$ cat config.mk
export PLATFORM = sky130hd
export DESIGN_NAME = vlda_cordic_cell
export DESIGN_NICKNAME = d
export VERILOG_FILES = /design/src/rtl/core/vlda_pkg.sv /design/src/rtl/core/vlda_cordic_cell.sv
export SDC_FILE = /design/constraint.sdc
export NUM_CORES = 1
export LEC_CHECK = 0
export BUFFER_PORTS_ARGS = -buffer_cell sky130_fd_sc_hd__buf_2
export CORE_MARGIN = 1
export CORE_UTILIZATION = 58
export CTS_CLUSTER_DIAMETER = 80
export CTS_CLUSTER_SIZE = 25
export DETAILED_ROUTE_END_ITERATION = 12
export GPL_TIMING_DRIVEN = 0
export PLACE_DENSITY_LB_ADDON = 0.3
export SLEW_MARGIN = 30
export SYNTH_ARGS = -nofsm -noshare
export SYNTH_HDL_FRONTEND = slang
export SYNTH_SLANG_ARGS = --single-unit
$ cat constraint.sdc
create_clock -name clock -period 8.4 [get_ports clock]
set_clock_uncertainty 0.1 [all_clocks]
set_input_delay 2.52 -clock clock [delete_from_list [all_inputs] [get_ports clock]]
set_output_delay 2.52 -clock clock [all_outputs]
set_load 0.02 [all_outputs]
$ cat src/rtl/core/vlda_pkg.sv
// Package: widths, constants, types and the arctangent table of the vector block
`timescale 1ns / 1ps
`default_nettype none

package vlda_pkg;

   localparam int COORD_W    = 24;
   localparam int DIFF_W     = 25;
   localparam int MAG_W      = 24;
   localparam int SQ_W       = 48;
   localparam int SUM_W      = 50;
   localparam int LEN_W      = 25;
   localparam int AIN_W      = 19;
   localparam int AOUT_W     = 18;
   localparam int STAT_W     = 2;
   localparam int AUX_W      = 32;
   localparam int RAD_W      = 62;
   localparam int ROOT_W     = 31;
   localparam int REM_W      = 34;
   localparam int SQRT_STEPS = 31;
   localparam int LANES      = 4;
   localparam int AXES       = 3;
   localparam int CW         = 36;
   localparam int ATAN_W     = 30;
   localparam int PROD_W     = 58;

   localparam int CORDIC_STAGES_DEF = 18;

   localparam logic [33:0]       PI_Q30      = 34'd3373259426;
   localparam logic [33:0]       HALF_PI_Q30 = 34'd1686629713;
   localparam logic [33:0]       TWO_PI_Q30  = 34'd6746518852;
   localparam logic [AOUT_W-1:0] PI_Q16      = 18'd205887;
   localparam logic [CW-1:0]     GAIN_Q30    = 36'd652032874;

   localparam logic signed [29:0] COORD_MAX = 30'sd8388607;
   localparam logic signed [29:0] COORD_MIN = -30'sd8388608;

   localparam logic ACT_POLAR = 1'b0;
   localparam logic ACT_POINT = 1'b1;

   localparam logic [STAT_W-1:0] STAT_OK   = 2'd0;
   localparam logic [STAT_W-1:0] STAT_ZERO = 2'd1;
   localparam logic [STAT_W-1:0] STAT_SAT  = 2'd2;

   typedef struct packed {
      logic                           action;
      logic [AXES-1:0][COORD_W-1:0]   start;
      logic [AXES-1:0][COORD_W-1:0]   end_pt;
      logic [LEN_W-1:0]               len;
      logic [AXES-1:0][AIN_W-1:0]     ang;
   } req_type;

   typedef struct packed {
      logic [LEN_W-1:0]               length_out;
      logic [AXES-1:0][AOUT_W-1:0]    angle;
      logic [AXES-1:0][COORD_W-1:0]   result;
      logic [STAT_W-1:0]              status;
   } rsp_type;

   typedef struct packed {
      logic                           action;
      logic                           zero;
      logic [AXES-1:0]                dneg;
      logic [AXES-1:0]                aneg;
      logic [AXES-1:0][COORD_W-1:0]   start;
      logic [LEN_W-1:0]               len;
      logic [AXES-1:0][AUX_W-1:0]     aux;
      logic [LEN_W-1:0]               len_out;
   } side_type;

   typedef struct packed {
      logic [RAD_W-1:0]  rad;
      logic [REM_W-1:0]  rem;
      logic [ROOT_W-1:0] root;
   } sqrt_lane_type;

   typedef struct packed {
      logic signed [CW-1:0] x;
      logic signed [CW-1:0] y;
      logic signed [CW-1:0] z;
   } cordic_lane_type;

   function automatic logic [ATAN_W-1:0] atan_q30(input logic [4:0] idx);
      logic [ATAN_W-1:0] v;
      case (idx)
         5'd0:    v = 30'd843314856;
         5'd1:    v = 30'd497837829;
         5'd2:    v = 30'd263043836;
         5'd3:    v = 30'd133525158;
         5'd4:    v = 30'd67021686;
         5'd5:    v = 30'd33543515;
         5'd6:    v = 30'd16775850;
         5'd7:    v = 30'd8388437;
         5'd8:    v = 30'd4194282;
         5'd9:    v = 30'd2097149;
         5'd10:   v = 30'd1048575;
         5'd11:   v = 30'd524287;
         5'd12:   v = 30'd262143;
         5'd13:   v = 30'd131071;
         5'd14:   v = 30'd65535;
         5'd15:   v = 30'd32767;
         5'd16:   v = 30'd16383;
         5'd17:   v = 30'd8191;
         5'd18:   v = 30'd4095;
         5'd19:   v = 30'd2047;
         5'd20:   v = 30'd1023;
         5'd21:   v = 30'd511;
         5'd22:   v = 30'd255;
         5'd23:   v = 30'd127;
         5'd24:   v = 30'd63;
         5'd25:   v = 30'd31;
         5'd26:   v = 30'd15;
         5'd27:   v = 30'd8;
         5'd28:   v = 30'd4;
         5'd29:   v = 30'd2;
         5'd30:   v = 30'd1;
         default: v = 30'd0;
      endcase
      return v;
   endfunction

endpackage

`default_nettype wire

$ cat src/rtl/core/vlda_cordic_cell.sv
// CORDIC cell: one micro-rotation, vectoring or rotating as the word asks
`timescale 1ns / 1ps
`default_nettype none

module vlda_cordic_cell import vlda_pkg::*; #(
   parameter int SHIFT = 0
) (
   input  logic            clock,
   input  logic            en,
   input  logic            mode,
   input  cordic_lane_type lane_in,
   output cordic_lane_type lane_out
);

   logic signed [CW-1:0] xs;
   logic signed [CW-1:0] ys;
   logic signed [CW-1:0] at;
   logic                 rot;
   cordic_lane_type      lane_in_nxt;
   cordic_lane_type      lane_ff;

   always_comb begin
      xs  = $signed(lane_in.x) >>> SHIFT;
      ys  = $signed(lane_in.y) >>> SHIFT;
      at  = $signed({{(CW-ATAN_W){1'b0}}, atan_q30(5'(SHIFT))});
      rot = (mode == ACT_POINT) ? !lane_in.z[CW-1] : lane_in.y[CW-1];
      if (rot) begin
         lane_in_nxt.x = lane_in.x - ys;
         lane_in_nxt.y = lane_in.y + xs;
         lane_in_nxt.z = lane_in.z - at;
      end else begin
         lane_in_nxt.x = lane_in.x + ys;
         lane_in_nxt.y = lane_in.y - xs;
         lane_in_nxt.z = lane_in.z + at;
      end
   end

   always_ff @(posedge clock) begin
      if (en) begin
         lane_ff <= lane_in_nxt;
      end
   end

   assign lane_out = lane_ff;

endmodule

`default_nettype wire

==> results by group <==
Job
  • Maxcap violations: 0

Placed design
  • Post-DP Area: 0.0128 mm²
  • Count of buffers from port buffering: 214
  • Routability congestion estimate: 1.01
  • Hpwl dp: 28.9 mm

STA
  • Final Max Tran Viols: 0
  • RSZ-0062 raised after global routing: no
  • Max_slew headroom: 34.1%
  • Final Cycle Share: 95.8%
  • Max Fclk: 124 MHz
  • Final setup violation count: 0
  • Setup TNS: 0 ns
  • Final hold vios: 0
  • Slew at the pin closest to its max-slew limit: 0.988 ns
  • Final hold slack: 2.22 ns
  • Tmin final: 8.05 ns

Route
  • Drt pass-1 iters: 7
  • Iter 0 DRT Violations: 1,187
  • Vias per inst: 6.18
  • Drc violations: 0
  • DRT antenna net count: 0
  • Routed vias: 11,400
  • Routed len/inst: 20.2 µm
  • Drt total wl: 37.3 mm

Floorplan
  • Die width: 142 µm
  • Core Footprint: 0.0189 mm²
  • Cell Rows: 50
  • Initial Util: 59.8%
  • Die area: 0.0200 mm²
  • Die Y-Extent: 142 µm
  • I/O pins: 219

Worst hold path
  • Hold Path Stages: 1
  • Hold worst-path end: lane_out[0]
  • Hold Path Class: in -> reg
  • Worst hold start: lane_in[0]

CTS
  • CTS clk-pin slew, worst paths: 0.08 ns
  • Clock sink total: 107
  • Hold_buf cts: 0
  • CTS root buffer: clkbuf_16
  • Num CTS Buffers: 9
  • Maximum clock insertion buffer count: 2
  • CTS HTree Levels: 3
  • TritonCTS clock tree: built

Synthesis
  • Syn_area_per_cell: 8.31 µm²
  • Number of distinct library cells after synthesis: 82
  • Synth Instances: 1,359
  • Synthesized area: 0.0113 mm²
  • Net Count, Synth: 1,598
  • Syn. warnings: 0
  • Top FF cell, synth: edfxtp_1
  • Number of flops mapped to enable cells by yosys: 107
  • Synthesized flop and latch total: 107
  • Sequential share of the synthesized area: 28.4%
  • Ys async rst share: 0%

Global routing
  • Total GRT Usage: 36.9%
  • Pin count of the biggest net entering global routing: 69
  • Vias in the first global route: 10,700
  • Grt ovf: 0
  • Initial antenna violation count: 1
  • First-pass GRT wire length: 57.1 mm

Worst setup path
  • Critical path arrival: 8.06 ns
  • WP data required: 8.41 ns
  • Nature of the critical path endpoint: register
  • Startpoint types: input port
  • Worst Path Max Fanout: 10
  • Worst Path Class, Setup: in -> reg

Cells and area
  • Max FFs per register: 107
  • Fin util: 69.1%
  • FILL cells: 1,592
  • Nets@finish: 1,825
  • Area Growth Syn to Fin: 15.7%
  • Final instance area: 0.0131 mm²
  • Antenna cell count: 0
  • Share of cells above drive strength 1: 16.9%

Pwr
  • Static Leak: 0.00579 µW
  • PD cells: 166 mW/mm²
  • Power Total: 2170 µW
  • Worst VDD drop: 114 µV

Status
  • Status: finished clean
cells in the mapped netlist (9+ instances only):
library cell | n | area share, %
a21o_1 | 36 | 2.4
ha_1 | 125 | 14
xnor2_1 | 93 | 7.2
a21oi_1 | 157 | 7.0
nand2_1 | 71 | 2.4
mux2i_1 | 19 | 1.7
buf_2 | 9 | 0.40
nand3_1 | 18 | 0.80
o31ai_1 | 12 | 0.80
o21bai_1 | 32 | 2.1
buf_1 | 11 | 0.37
nor3_1 | 32 | 1.4
or3_1 | 11 | 0.61
inv_1 | 110 | 3.7
o211ai_1 | 15 | 1.0
o21ai_0 | 95 | 4.2
nor2_1 | 116 | 3.9
nand4_1 | 16 | 0.89
a31oi_1 | 19 | 1.1
clkbuf_1 | 49 | 1.6
or2_2 | 9 | 0.50
a211oi_1 | 13 | 0.86
nor2b_1 | 14 | 0.78
xor2_1 | 15 | 1.2
and3_1 | 9 | 0.50
nand2b_1 | 19 | 1.1
edfxtp_1 | 107 | 28
metrics by stage:
step	std cells	setup slack, ns
floorplan	1359	1.50
global route	1851	0.125
finish	1851	0.352
CTS	1851	0.239
detailed placement	1835	-0.0908
global placement	1833	-0.521
layout by cell type (no fill, tap or decap), drive strengths merged, types with 19 or more instances in the layout:
master and count:
edfxtp 107, buf 237, mux2i 19, o21bai 32, xnor2 93, nand2b 19
nor2 117, nor3 32, clkbuf 58, a21oi 158, ha 125, o21ai 100
nand2 71, a21o 36, a31oi 20, inv 114
worst max-delay path, stage by stage:
cell and delay, ns:
buf_2 0.13, nor2b_1 0.14, buf_2 0.19, nor2_2 0.40, buf_2 0.34, clkbuf_1 0.44
clkbuf_1 0.51, clkbuf_2 0.50, xnor2_1 0.12, ha_1 0.25, and3b_1 0.18, a31oi_1 0.41
o211ai_1 0.18, a31oi_1 0.35, o21ai_1 0.20, a31oi_2 0.31, o21ai_1 0.25, o21a_1 0.23
o32ai_1 0.27, xnor2_1 0.13
cell type report:
class	instances	area (µm²)	share of cell area, %
Clock buffer	9	225	1.72
Multi-Input combinational cell	1065	7370	56.4
Timing Repair Buffer	216	1130	8.67
Tap cell	260	325	2.49
Inverter	117	439	3.36
Buffer	70	280	2.15
Clock inverter	7	82.6	0.632
Sequential cell	107	3210	24.6
logic make-up (layout without fill, tap and decap cells):
logic type      Yosys count  after routing  synth area share [%]
buf+inv                 187            419                  6.35
compound gates          464            464                  26.0
simple gates            344            344                  14.6
flops                   107            107                  28.4
mux                      19             19                  1.68
xor+xnor                108            108                  8.37
fa+ha+maj               130            130                  14.6
how the worst max path moves through the flow:
stage	cells past startpoint	end	slack [ns]	startpoint
CTS	20	lane_out[29]	0.24	mode
finish	20	lane_out[29]	0.35	mode
global placement	19	lane_out[29]	-0.52	lane_in[71]
detailed placement	20	lane_out[29]	-0.09	mode
global route	20	lane_out[29]	0.13	lane_in[71]
floorplan	19	lane_out[34]	1.50	lane_in[71]
where the power goes:
part	internal, µW	switching [µW]
Sequential	716	25.1
Combinational	338	628
Clock	237	227
per-layer routing:
metal | global-route usage (%) | wire (µm)
met4 | 13.6 | 1220
met1 | 49.3 | 15500
met2 | 60.4 | 17100
met3 | 5.57 | 3540
met5 | 0 | 13
repair_timing:
action / CTS / global route
setup buffers: 0 / 0
setup endpoints to repair: 0 / 2
gates resized for setup: 0 / 3
No activity file was read; power rests on OpenSTA's default activity.
