File: config.mk
export PLATFORM = sky130hd
export DESIGN_NAME = vlda_sqrt_cell
export DESIGN_NICKNAME = d
export VERILOG_FILES = /design/src/rtl/core/vlda_pkg.sv /design/src/rtl/core/vlda_sqrt_cell.sv
export SDC_FILE = /design/constraint.sdc
export NUM_CORES = 1
export LEC_CHECK = 0
export BUFFER_PORTS_ARGS = -buffer_cell sky130_fd_sc_hd__buf_2
export CAP_MARGIN = 10
export CELL_PAD_IN_SITES_DETAIL_PLACEMENT = 2
export CELL_PAD_IN_SITES_GLOBAL_PLACEMENT = 2
export CORE_ASPECT_RATIO = 0.9
export CORE_MARGIN = 4
export CORE_UTILIZATION = 31
export CTS_BUF_LIST = sky130_fd_sc_hd__clkbuf_16
export DETAILED_ROUTE_END_ITERATION = 8
export GPL_TIMING_DRIVEN = 0
export PLACE_DENSITY_LB_ADDON = 0.1
export SYNTH_ARGS = -nofsm -noshare
export SYNTH_HDL_FRONTEND = slang
export SYNTH_SLANG_ARGS = --single-unit
File: constraint.sdc
create_clock -name clock -period 3.5 [get_ports clock]
set_clock_uncertainty 0.05 [all_clocks]
set_input_delay 0.7 -clock clock [delete_from_list [all_inputs] [get_ports clock]]
set_output_delay 0.7 -clock clock [all_outputs]
set_load 0.005 [all_outputs]
File: src/rtl/core/vlda_pkg.sv
// Package: widths, constants, types and the arctangent table of the vector block
`timescale 1ns / 1ps
`default_nettype none

package vlda_pkg;

   localparam int COORD_W    = 24;
   localparam int DIFF_W     = 25;
   localparam int MAG_W      = 24;
   localparam int SQ_W       = 48;
   localparam int SUM_W      = 50;
   localparam int LEN_W      = 25;
   localparam int AIN_W      = 19;
   localparam int AOUT_W     = 18;
   localparam int STAT_W     = 2;
   localparam int AUX_W      = 32;
   localparam int RAD_W      = 62;
   localparam int ROOT_W     = 31;
   localparam int REM_W      = 34;
   localparam int SQRT_STEPS = 31;
   localparam int LANES      = 4;
   localparam int AXES       = 3;
   localparam int CW         = 36;
   localparam int ATAN_W     = 30;
   localparam int PROD_W     = 58;

   localparam int CORDIC_STAGES_DEF = 18;

   localparam logic [33:0]       PI_Q30      = 34'd3373259426;
   localparam logic [33:0]       HALF_PI_Q30 = 34'd1686629713;
   localparam logic [33:0]       TWO_PI_Q30  = 34'd6746518852;
   localparam logic [AOUT_W-1:0] PI_Q16      = 18'd205887;
   localparam logic [CW-1:0]     GAIN_Q30    = 36'd652032874;

   localparam logic signed [29:0] COORD_MAX = 30'sd8388607;
   localparam logic signed [29:0] COORD_MIN = -30'sd8388608;

   localparam logic ACT_POLAR = 1'b0;
   localparam logic ACT_POINT = 1'b1;

   localparam logic [STAT_W-1:0] STAT_OK   = 2'd0;
   localparam logic [STAT_W-1:0] STAT_ZERO = 2'd1;
   localparam logic [STAT_W-1:0] STAT_SAT  = 2'd2;

   typedef struct packed {
      logic                           action;
      logic [AXES-1:0][COORD_W-1:0]   start;
      logic [AXES-1:0][COORD_W-1:0]   end_pt;
      logic [LEN_W-1:0]               len;
      logic [AXES-1:0][AIN_W-1:0]     ang;
   } req_type;

   typedef struct packed {
      logic [LEN_W-1:0]               length_out;
      logic [AXES-1:0][AOUT_W-1:0]    angle;
      logic [AXES-1:0][COORD_W-1:0]   result;
      logic [STAT_W-1:0]              status;
   } rsp_type;

   typedef struct packed {
      logic                           action;
      logic                           zero;
      logic [AXES-1:0]                dneg;
      logic [AXES-1:0]                aneg;
      logic [AXES-1:0][COORD_W-1:0]   start;
      logic [LEN_W-1:0]               len;
      logic [AXES-1:0][AUX_W-1:0]     aux;
      logic [LEN_W-1:0]               len_out;
   } side_type;

   typedef struct packed {
      logic [RAD_W-1:0]  rad;
      logic [REM_W-1:0]  rem;
      logic [ROOT_W-1:0] root;
   } sqrt_lane_type;

   typedef struct packed {
      logic signed [CW-1:0] x;
      logic signed [CW-1:0] y;
      logic signed [CW-1:0] z;
   } cordic_lane_type;

   function automatic logic [ATAN_W-1:0] atan_q30(input logic [4:0] idx);
      logic [ATAN_W-1:0] v;
      case (idx)
         5'd0:    v = 30'd843314856;
         5'd1:    v = 30'd497837829;
         5'd2:    v = 30'd263043836;
         5'd3:    v = 30'd133525158;
         5'd4:    v = 30'd67021686;
         5'd5:    v = 30'd33543515;
         5'd6:    v = 30'd16775850;
         5'd7:    v = 30'd8388437;
         5'd8:    v = 30'd4194282;
         5'd9:    v = 30'd2097149;
         5'd10:   v = 30'd1048575;
         5'd11:   v = 30'd524287;
         5'd12:   v = 30'd262143;
         5'd13:   v = 30'd131071;
         5'd14:   v = 30'd65535;
         5'd15:   v = 30'd32767;
         5'd16:   v = 30'd16383;
         5'd17:   v = 30'd8191;
         5'd18:   v = 30'd4095;
         5'd19:   v = 30'd2047;
         5'd20:   v = 30'd1023;
         5'd21:   v = 30'd511;
         5'd22:   v = 30'd255;
         5'd23:   v = 30'd127;
         5'd24:   v = 30'd63;
         5'd25:   v = 30'd31;
         5'd26:   v = 30'd15;
         5'd27:   v = 30'd8;
         5'd28:   v = 30'd4;
         5'd29:   v = 30'd2;
         5'd30:   v = 30'd1;
         default: v = 30'd0;
      endcase
      return v;
   endfunction

endpackage

`default_nettype wire

File: src/rtl/core/vlda_sqrt_cell.sv
// Square-root cell: one restoring step, one root bit per cycle while enabled
`timescale 1ns / 1ps
`default_nettype none

module vlda_sqrt_cell import vlda_pkg::*; (
   input  logic          clock,
   input  logic          en,
   input  sqrt_lane_type lane_in,
   output sqrt_lane_type lane_out
);

   logic [REM_W+1:0]  r2;
   logic [REM_W+1:0]  trial;
   sqrt_lane_type     lane_in_nxt;
   sqrt_lane_type     lane_ff;

   always_comb begin
      r2              = {lane_in.rem, lane_in.rad[RAD_W-1 -: 2]};
      trial           = {{(REM_W+2-ROOT_W-2){1'b0}}, lane_in.root, 2'b01};
      lane_in_nxt.rad = {lane_in.rad[RAD_W-3:0], 2'b00};
      if (r2 >= trial) begin
         lane_in_nxt.rem  = REM_W'(r2 - trial);
         lane_in_nxt.root = {lane_in.root[ROOT_W-2:0], 1'b1};
      end else begin
         lane_in_nxt.rem  = REM_W'(r2);
         lane_in_nxt.root = {lane_in.root[ROOT_W-2:0], 1'b0};
      end
   end

   always_ff @(posedge clock) begin
      if (en) begin
         lane_ff <= lane_in_nxt;
      end
   end

   assign lane_out = lane_ff;

endmodule

`default_nettype wire

==> impl_metrics.toml, run 1 <==
[clocking]
cts_sinks = 125
post_cts_buffers = 0
path_clk_slew_ns = 0.07
cts_buffers = 17
cts_tree = "yes"
htreeDepth = 4
cts-root-buf = "clkbuf_16"
clockBufferDepth = 2

[run]
maxCapViolations = 0

[logic_synthesis]
syn_area_sq_um = 6190
ys_warn_count = 0
async_reset_ff_share_pct = 0
syn_inst = 465
yosysSeqAreaShare_pct = 60.7
synth-seq-cells = 125
yosys-top-cells-area = "edfxtp_1 (61%), ha_1 (6.7%), mux2_4 (5.3%)"
syn_avg_cell_area_sq_um = 13.3
synth_top_area_share_pct = 60.7
yosysTopAreaCell = "edfxtp_1"
synth_edf_count = 125
synthFlopType = "edfxtp_1"
ys_types = 53

[global_routing]
grt_max_degree = 89
grt_pass1_wl_microns = 32000
grt_remaining_overflow = 0
antenna_found_initial = 8
grt_pass1_vias = 5392
grt_util_all_layers_pct = 19.0

[sta]
hold_violations = 0
finalSetupTns_ns = 0
slew-limit-headroom_pct = 56.8
setup_viol = 0
fin_crit_ns = 3.33
slew_viol_final = 0
grt_setup_unrepaired = "no"
worst_slew_pin_slew_ns = 0.645
timing.final.crit_share_pct = 95.1
max_clock_freq_mhz = 300

[detailed_routing]
dr.first_iter.drc_count = 175
wl_microns = 21700
drc = 0
viasPerCell = 4.85
ant_nets = 0
wire_per_inst_microns = 21.5
dr.pass1.iters = 4
dr_total_vias = 4876

[cells_and_area]
syn2layout_area_growth_pct = 35.9
drive_gt1_share_pct = 43.4
layout.nets = 901
final_cells = 1005
final_cell_mix = "buf_2 (253), edfxtp_1 (125), a21oi_1 (44)"
layout_commonest_cell = "buf_2"
nFillCells = 2001
final_core_util_pct = 43.3
largest_reg_flops = 125
stdcell_area_sq_um = 8410

[worst_setup_path]
crit_path_end = "lane_out[56]"
worstSetupStartpoint = "lane_in[1]"
critPathKind = "input port to flop"
cp.arrival_ns = 3.45
required_ns = 3.62
critPathMaxFanout = 5
startpoint_type = "input port"
end_kind = "flop"

[power]
peakVddDrop_v = 0.000284
power.static_leakage_nw = 3.77
p_per_area_nw_per_um2 = 537
power_mw = 4.52

[placement]
post_dp_cell_area_sq_um = 7800
place_inst = 970
gp_congestion = 0.808
hpwlAfterDp_microns = 17200
numPortBuffers = 253

[run_status]
outcome = "finished clean"

[worst_hold_path]
min_path_type = "input port to flop"

[die]
die_h_microns = 142
core_area_sq_um = 19400
die_area_sq_um = 22300
dieWidth_microns = 157
initial_core_util_pct = 31.9
ios = 256
rows = 48
how the worst min path moves through the flow:
stage | from | to | slack [ns] | depth (start not counted)
after floorplan | lane_in[98] | lane_out[100] | 0.75 | 0
after global placement | lane_in[124] | lane_out[126] | 0.83 | 1
after detailed placement | lane_in[80] | lane_out[82] | 0.83 | 1
after CTS | lane_in[88] | lane_out[90] | 0.38 | 1
after global routing | lane_in[92] | lane_out[94] | 0.38 | 1
final | lane_in[88] | lane_out[90] | 0.40 | 1
area by class of cell:
type | count | area, sq um | area share, %
sequential | 125 | 3750 | 44.6
multi-input combinational | 290 | 2210 | 26.3
timing repair buffer | 254 | 1300 | 15.5
clock buffer | 17 | 425 | 5.06
tap | 250 | 313 | 3.72
clock inverter | 15 | 164 | 1.95
inverter | 41 | 156 | 1.86
buffer | 10 | 76.3 | 0.908
antenna | 3 | 7.51 | 0.0893
timing repair:
item / in CTS / in global routing
endpoints found under the hold margin: 0 / 0
endpoints found under the setup margin: 0 / 20
gates resized for setup: 0 / 1
hold buffers: 0 / 0
routing by layer:
layer / vias to the layer above / routed length (microns) / GRT usage, %
met4: 12 / 281 / 4.79
met5: - / 76 / 0
met1: 2372 / 8590 / 21.5
met2: 172 / 10900 / 33.9
li1: 2290 / - / -
met3: 30 / 1810 / 6.93
cell usage after synthesis (3+ instances only):
| cell type | number |
|---|---|
| a21o_1 | 11 |
| a21oi_1 | 44 |
| a31oi_1 | 4 |
| and2_1 | 4 |
| buf_6 | 4 |
| clkbuf_1 | 3 |
| edfxtp_1 | 125 |
| ha_1 | 33 |
| inv_1 | 40 |
| mux2_4 | 22 |
| nand2_1 | 20 |
| nand2b_1 | 7 |
| nand3_1 | 13 |
| nand4_1 | 6 |
| nor2_1 | 20 |
| nor2b_1 | 3 |
| nor3_1 | 8 |
| o211ai_1 | 4 |
| o21a_1 | 6 |
| o21ai_0 | 15 |
| o21ai_1 | 5 |
| o21bai_1 | 3 |
| o31ai_1 | 4 |
| or3_1 | 3 |
| xnor2_1 | 15 |
| xor2_1 | 12 |
report_power, final:
group	internal (mW)	switching [mW]	total [mW]
logic	0.398	0.445	0.843
registers	1.84	0.0457	1.89
clock network	1.06	0.728	1.79
critical path: stages:
cell,delay (ns)
buf_2,0.11
inv_1,0.05
ha_1,0.39
o211ai_1,0.14
o21ai_1,0.33
o2111ai_1,0.27
a211oi_2,0.47
a31oi_1,0.28
o21ai_0,0.33
xor2_1,0.11
mux2_4,0.27
logic make-up after synthesis:
group / Yosys count / share of synthesized area [%]
compound gates: 110 / 11.3
xor+xnor: 27 / 3.82
fa+ha+maj: 33 / 6.67
buf+inv: 51 / 3.76
flops: 125 / 60.7
mux: 23 / 5.52
other cells: 1 / 0.0606
simple gates: 95 / 8.23
through the flow:
stage,setup slack (ns),hold slack [ns]
5_1_grt,0.0370,0.380
6_report,0.171,0.404
2_1_floorplan,0.439,0.749
3_5_place_dp,-0.332,0.828
4_1_cts,0.122,0.383
3_3_place_gp,-0.392,0.827
(Power assumes the default switching activity.)
==> inputs of run 2 (changes only) <==
- CORE_ASPECT_RATIO: 0.9 -> 0.75
==> run 2 against run 1 <==
  * Utilization shrank 0.29 points
  * Worst setup slack got worse by 0.023 ns
  * Design area down 0.21%
  * Sequential power is essentially flat
  * Wire length decreased by 4.2%
  * Hold slack worse by 0.0028 ns
  * Via count down 1.1%
  * Clock-buffer cell count unchanged
  * Sequential share of layout area increased by 0.093 points
  * Total power shrank 0.97%
  * Clock power shrank 2%
  * Sequential cell count did not move
  * Critical path type unchanged
==> impl_metrics.toml, run 2 (synthesis gave the netlist of run 1 again) <==
[global_routing]
grt_pass1_wl_microns = 30300
grt_remaining_overflow = 0
grt_max_degree = 88
grt_pass1_vias = 5225
antenna_found_initial = 0
grt_util_all_layers_pct = 18.0

[worst_setup_path]
cp_slowest_cell = "o2111ai_1"
cp.arrival_ns = 3.47
crit_family = "compound AO/OA/AOI/OAI gates"
critPathMaxFanout = 5
required_ns = 3.62
end_kind = "flop"
path_cells = "buf_2, inv_1, ha_1, o211ai_1, o21ai_1, o2111ai_1, a211oi_2, buf_4, a31oi_1, o21ai_0, xor2_1, mux2_4"
critPathKind = "input port to flop"
crit_buf_inv = 3
startpoint_type = "input port"
slowest_delay_ns = 0.41

[run_status]
outcome = "finished clean"

[clocking]
htreeDepth = 4
cts_buffers = 17
cts-root-buf = "clkbuf_16"
clockBufferDepth = 2
cts_tree = "yes"
path_clk_slew_ns = 0.06
cts_sinks = 125

[die]
initial_core_util_pct = 31.8
dieWidth_microns = 171
die_area_sq_um = 22300
core_area_sq_um = 19500
die_h_microns = 130
ios = 256
rows = 44

[detailed_routing]
dr.pass1.iters = 4
viasPerCell = 4.80
dr.first_iter.drc_count = 247
ant_nets = 0
wire_per_inst_microns = 20.6
wl_microns = 20800
dr_total_vias = 4824
drc = 0

[sta]
fin_crit_ns = 3.35
timing.final.crit_share_pct = 95.8
max_clock_freq_mhz = 298
worst_slew_pin_slew_ns = 1.11
hold_violations = 0
holdWs_ns = 0.401
grt_setup_unrepaired = "no"
setup_viol = 0
slew_viol_final = 0
setup_slack_ns = 0.148
slew-limit-headroom_pct = 26.0

[cells_and_area]
layout.nets = 902
stdcell_area_sq_um = 8390
drive_gt1_share_pct = 43.4
syn2layout_area_growth_pct = 35.6
diodes = 0
layout_commonest_cell = "buf_2"
largest_reg_flops = 125
final_core_util_pct = 43.1
final_cell_mix = "buf_2 (253), edfxtp_1 (125), a21oi_1 (44)"

[placement]
hpwlAfterDp_microns = 16300
post_dp_cell_area_sq_um = 7810
numPortBuffers = 253
dp_slack_ns = -0.248
gp_congestion = 0.745

[power]
peakVddDrop_v = 0.000214
power.static_leakage_nw = 3.77
p_per_area_nw_per_um2 = 533
power_mw = 4.48

[worst_hold_path]
min_path_type = "input port to flop"

[run]
maxCapViolations = 0
==> run 2: final timing paths <==
kind | startpoint | endpoint | slack, ns | cells after the start
max | lane_in[0] | lane_out[56] | 0.15 | 12
min | lane_in[111] | lane_out[113] | 0.40 | 1
==> run 2: repair_timing <==
action                                  CTS  global route
buffers inserted                          0             1
hold buffers                              0             0
resized for setup                         0             0
endpoints found under the setup margin    0             1
==> run 2: power by group <==
part | switching, mW | total, mW | internal, mW | leakage (nW)
Combinational | 0.442 | 0.842 | 0.400 | 2.26
Sequential | 0.0437 | 1.88 | 1.84 | 1.22
Clock | 0.751 | 1.75 | 1.00 | 0.283
==> run 2: through the flow <==
| stage | std cells | setup TNS, ns |
|---|---|---|
| 3_3_place_gp | 972 | -6.04 |
| 3_5_place_dp | 973 | -5.04 |
| 4_1_cts | 1005 | 0 |
| 2_1_floorplan | 466 | 0 |
| 6_report | 1006 | 0 |
| 5_1_grt | 1006 | 0 |
==> run 2: routing by layer <==
metal	vias to the layer above	GRT usage, %	routed length (microns)
li1	2291	-	-
met1	2362	22.5	8960
met2	159	31.0	10200
met3	12	4.85	1420
met4	0	4.61	145
met5	-	0	0
==> run 2: layout make-up <==
type	instances	area [sq um]
tap	253	317
clock buffer	17	425
clock inverter	15	149
inverter	41	156
buffer	10	76.3
timing repair buffer	255	1310
fill	2075	11100
multi-input combinational	290	2210
sequential	125	3750
==> inputs of run 3 (changes only) <==
==> constraint.sdc (replaced) <==
create_clock -name clock -period 3.5 [get_ports clock]
set_clock_uncertainty 0.05 [all_clocks]
set_input_delay 0.35 -clock clock [delete_from_list [all_inputs] [get_ports clock]]
set_output_delay 0.35 -clock clock [all_outputs]
set_load 0.005 [all_outputs]
==> run 3 against run 2 <==
  * Via count is 0.15% higher
  * Combinational power hardly changed
  * Hold slack worse by 0.35 ns
  * Clock power hardly changed
  * Sequential cell count stayed put
  * Sequential share of layout area hardly changed
  * Utilization hardly changed
  * Design area hardly changed
  * Largest cell class unchanged
==> impl_metrics.toml, run 3 (synthesis gave the netlist of run 1 again) <==
[clocking]
cts-root-buf = "clkbuf_16"
cts_sinks = 125
path_clk_slew_ns = 0.06
cts_hold_buf = 0
htreeDepth = 4
cts_buffers = 17
clockBufferDepth = 2
cts_tree = "yes"
post_cts_buffers = 0
cts_resized = 0

[die]
core_area_sq_um = 19500
ios = 256
die_h_microns = 130
die_area_sq_um = 22300
rows = 44
dieWidth_microns = 171
initial_core_util_pct = 31.8

[sta]
grt_setup_unrepaired = "no"
finalSetupTns_ns = 0
slew-limit-headroom_pct = 25.9
fin_crit_ns = 3.03
setup_viol = 0
slew_viol_final = 0
timing.final.crit_share_pct = 86.5
worst_slew_pin_slew_ns = 1.11
holdWs_ns = 0.0501
max_clock_freq_mhz = 330
hold_violations = 0

[run]
maxCapViolations = 0

[cells_and_area]
largest_reg_flops = 125
final_cells = 1005
layout.nets = 901
layout_commonest_cell = "buf_2"
drive_gt1_share_pct = 43.4
final_cell_mix = "buf_2 (253), edfxtp_1 (125), a21oi_1 (44)"
diodes = 0
syn2layout_area_growth_pct = 35.5

[worst_hold_path]
min_from = "lane_in[111]"
hold_end = "lane_out[113]"
min_path_type = "input port to flop"
whs_path_depth = 1

[global_routing]
grt_remaining_overflow = 0
grt_pass1_vias = 5225
grt_util_all_layers_pct = 18.0
grt_pass1_wl_microns = 30300
grt_max_degree = 88
antenna_found_initial = 0

[detailed_routing]
ant_nets = 0
wl_microns = 20700
wire_per_inst_microns = 20.6
dr.pass1.iters = 4
dr.first_iter.drc_count = 259
drc = 0
viasPerCell = 4.81
dr_total_vias = 4831

[power]
power_mw = 4.47
peakVddDrop_v = 0.000214
p_per_area_nw_per_um2 = 534
power.static_leakage_nw = 3.76

[worst_setup_path]
critPathKind = "input port to flop"
slowest_delay_ns = 0.46
cp.arrival_ns = 3.15
critPathMaxFanout = 5
crit_buf_inv = 2
crit_family = "compound AO/OA/AOI/OAI gates"
cp_slowest_cell = "a211oi_2"
startpoint_type = "input port"
end_kind = "flop"
path_cells = "buf_2, inv_1, ha_1, o211ai_1, o21ai_1, o2111ai_1, a211oi_2, a31oi_1, o21ai_0, xor2_1, mux2_4"
required_ns = 3.62

[placement]
place_inst = 973
hpwlAfterDp_microns = 16300
numPortBuffers = 253
gp_congestion = 0.745

[run_status]
outcome = "finished clean"
[run 3: changes by cell type in the layout (fill, tap and decap cells not counted), sizes merged]
cell	change
buf	-1
[run 3: per-layer routing]
| layer | up-vias | global-route usage [%] | wire (microns) |
|---|---|---|---|
| li1 | 2287 | - | - |
| met1 | 2363 | 22.5 | 8900 |
| met2 | 167 | 31.0 | 10200 |
| met3 | 14 | 4.85 | 1440 |
| met4 | 0 | 4.61 | 155 |
| met5 | - | 0 | 0 |
[run 3: power by group]
part	leakage (nW)	internal [mW]	switching, mW
Combinational	2.25	0.398	0.442
Clock	0.283	1.00	0.752
Sequential	1.22	1.84	0.0437
Total	3.76	3.24	1.24
[run 3: area by class of cell]
class / count / area [sq um]
Tap cell: 253 / 317
Clock buffer: 17 / 425
Multi-Input combinational cell: 290 / 2210
Buffer: 10 / 76.3
Inverter: 41 / 156
Fill cell: 2075 / 11100
Clock inverter: 15 / 149
Sequential cell: 125 / 3750
Timing Repair Buffer: 254 / 1300
[run 3: stage by stage]
step | area (sq um) | utilization (%) | setup slack, ns
after floorplan | 6190 | - | 0.789
after global placement | 7770 | 39.9 | 0.0724
after detailed placement | 7810 | 40.1 | 0.102
after CTS | 8380 | 43.0 | 0.548
after global routing | 8380 | 43.0 | 0.330
final | 8380 | 43.0 | 0.473
[run 3: how the worst max path moves through the flow]
stage	cells after the start	slack, ns	endpoint	start
3_5_place_dp	11	0.10	lane_out[56]	lane_in[2]
5_1_grt	11	0.33	lane_out[56]	lane_in[0]
4_1_cts	11	0.55	lane_out[56]	lane_in[1]
3_3_place_gp	12	0.07	lane_out[48]	lane_in[27]
2_1_floorplan	13	0.79	lane_out[35]	lane_in[23]
6_report	11	0.47	lane_out[56]	lane_in[0]
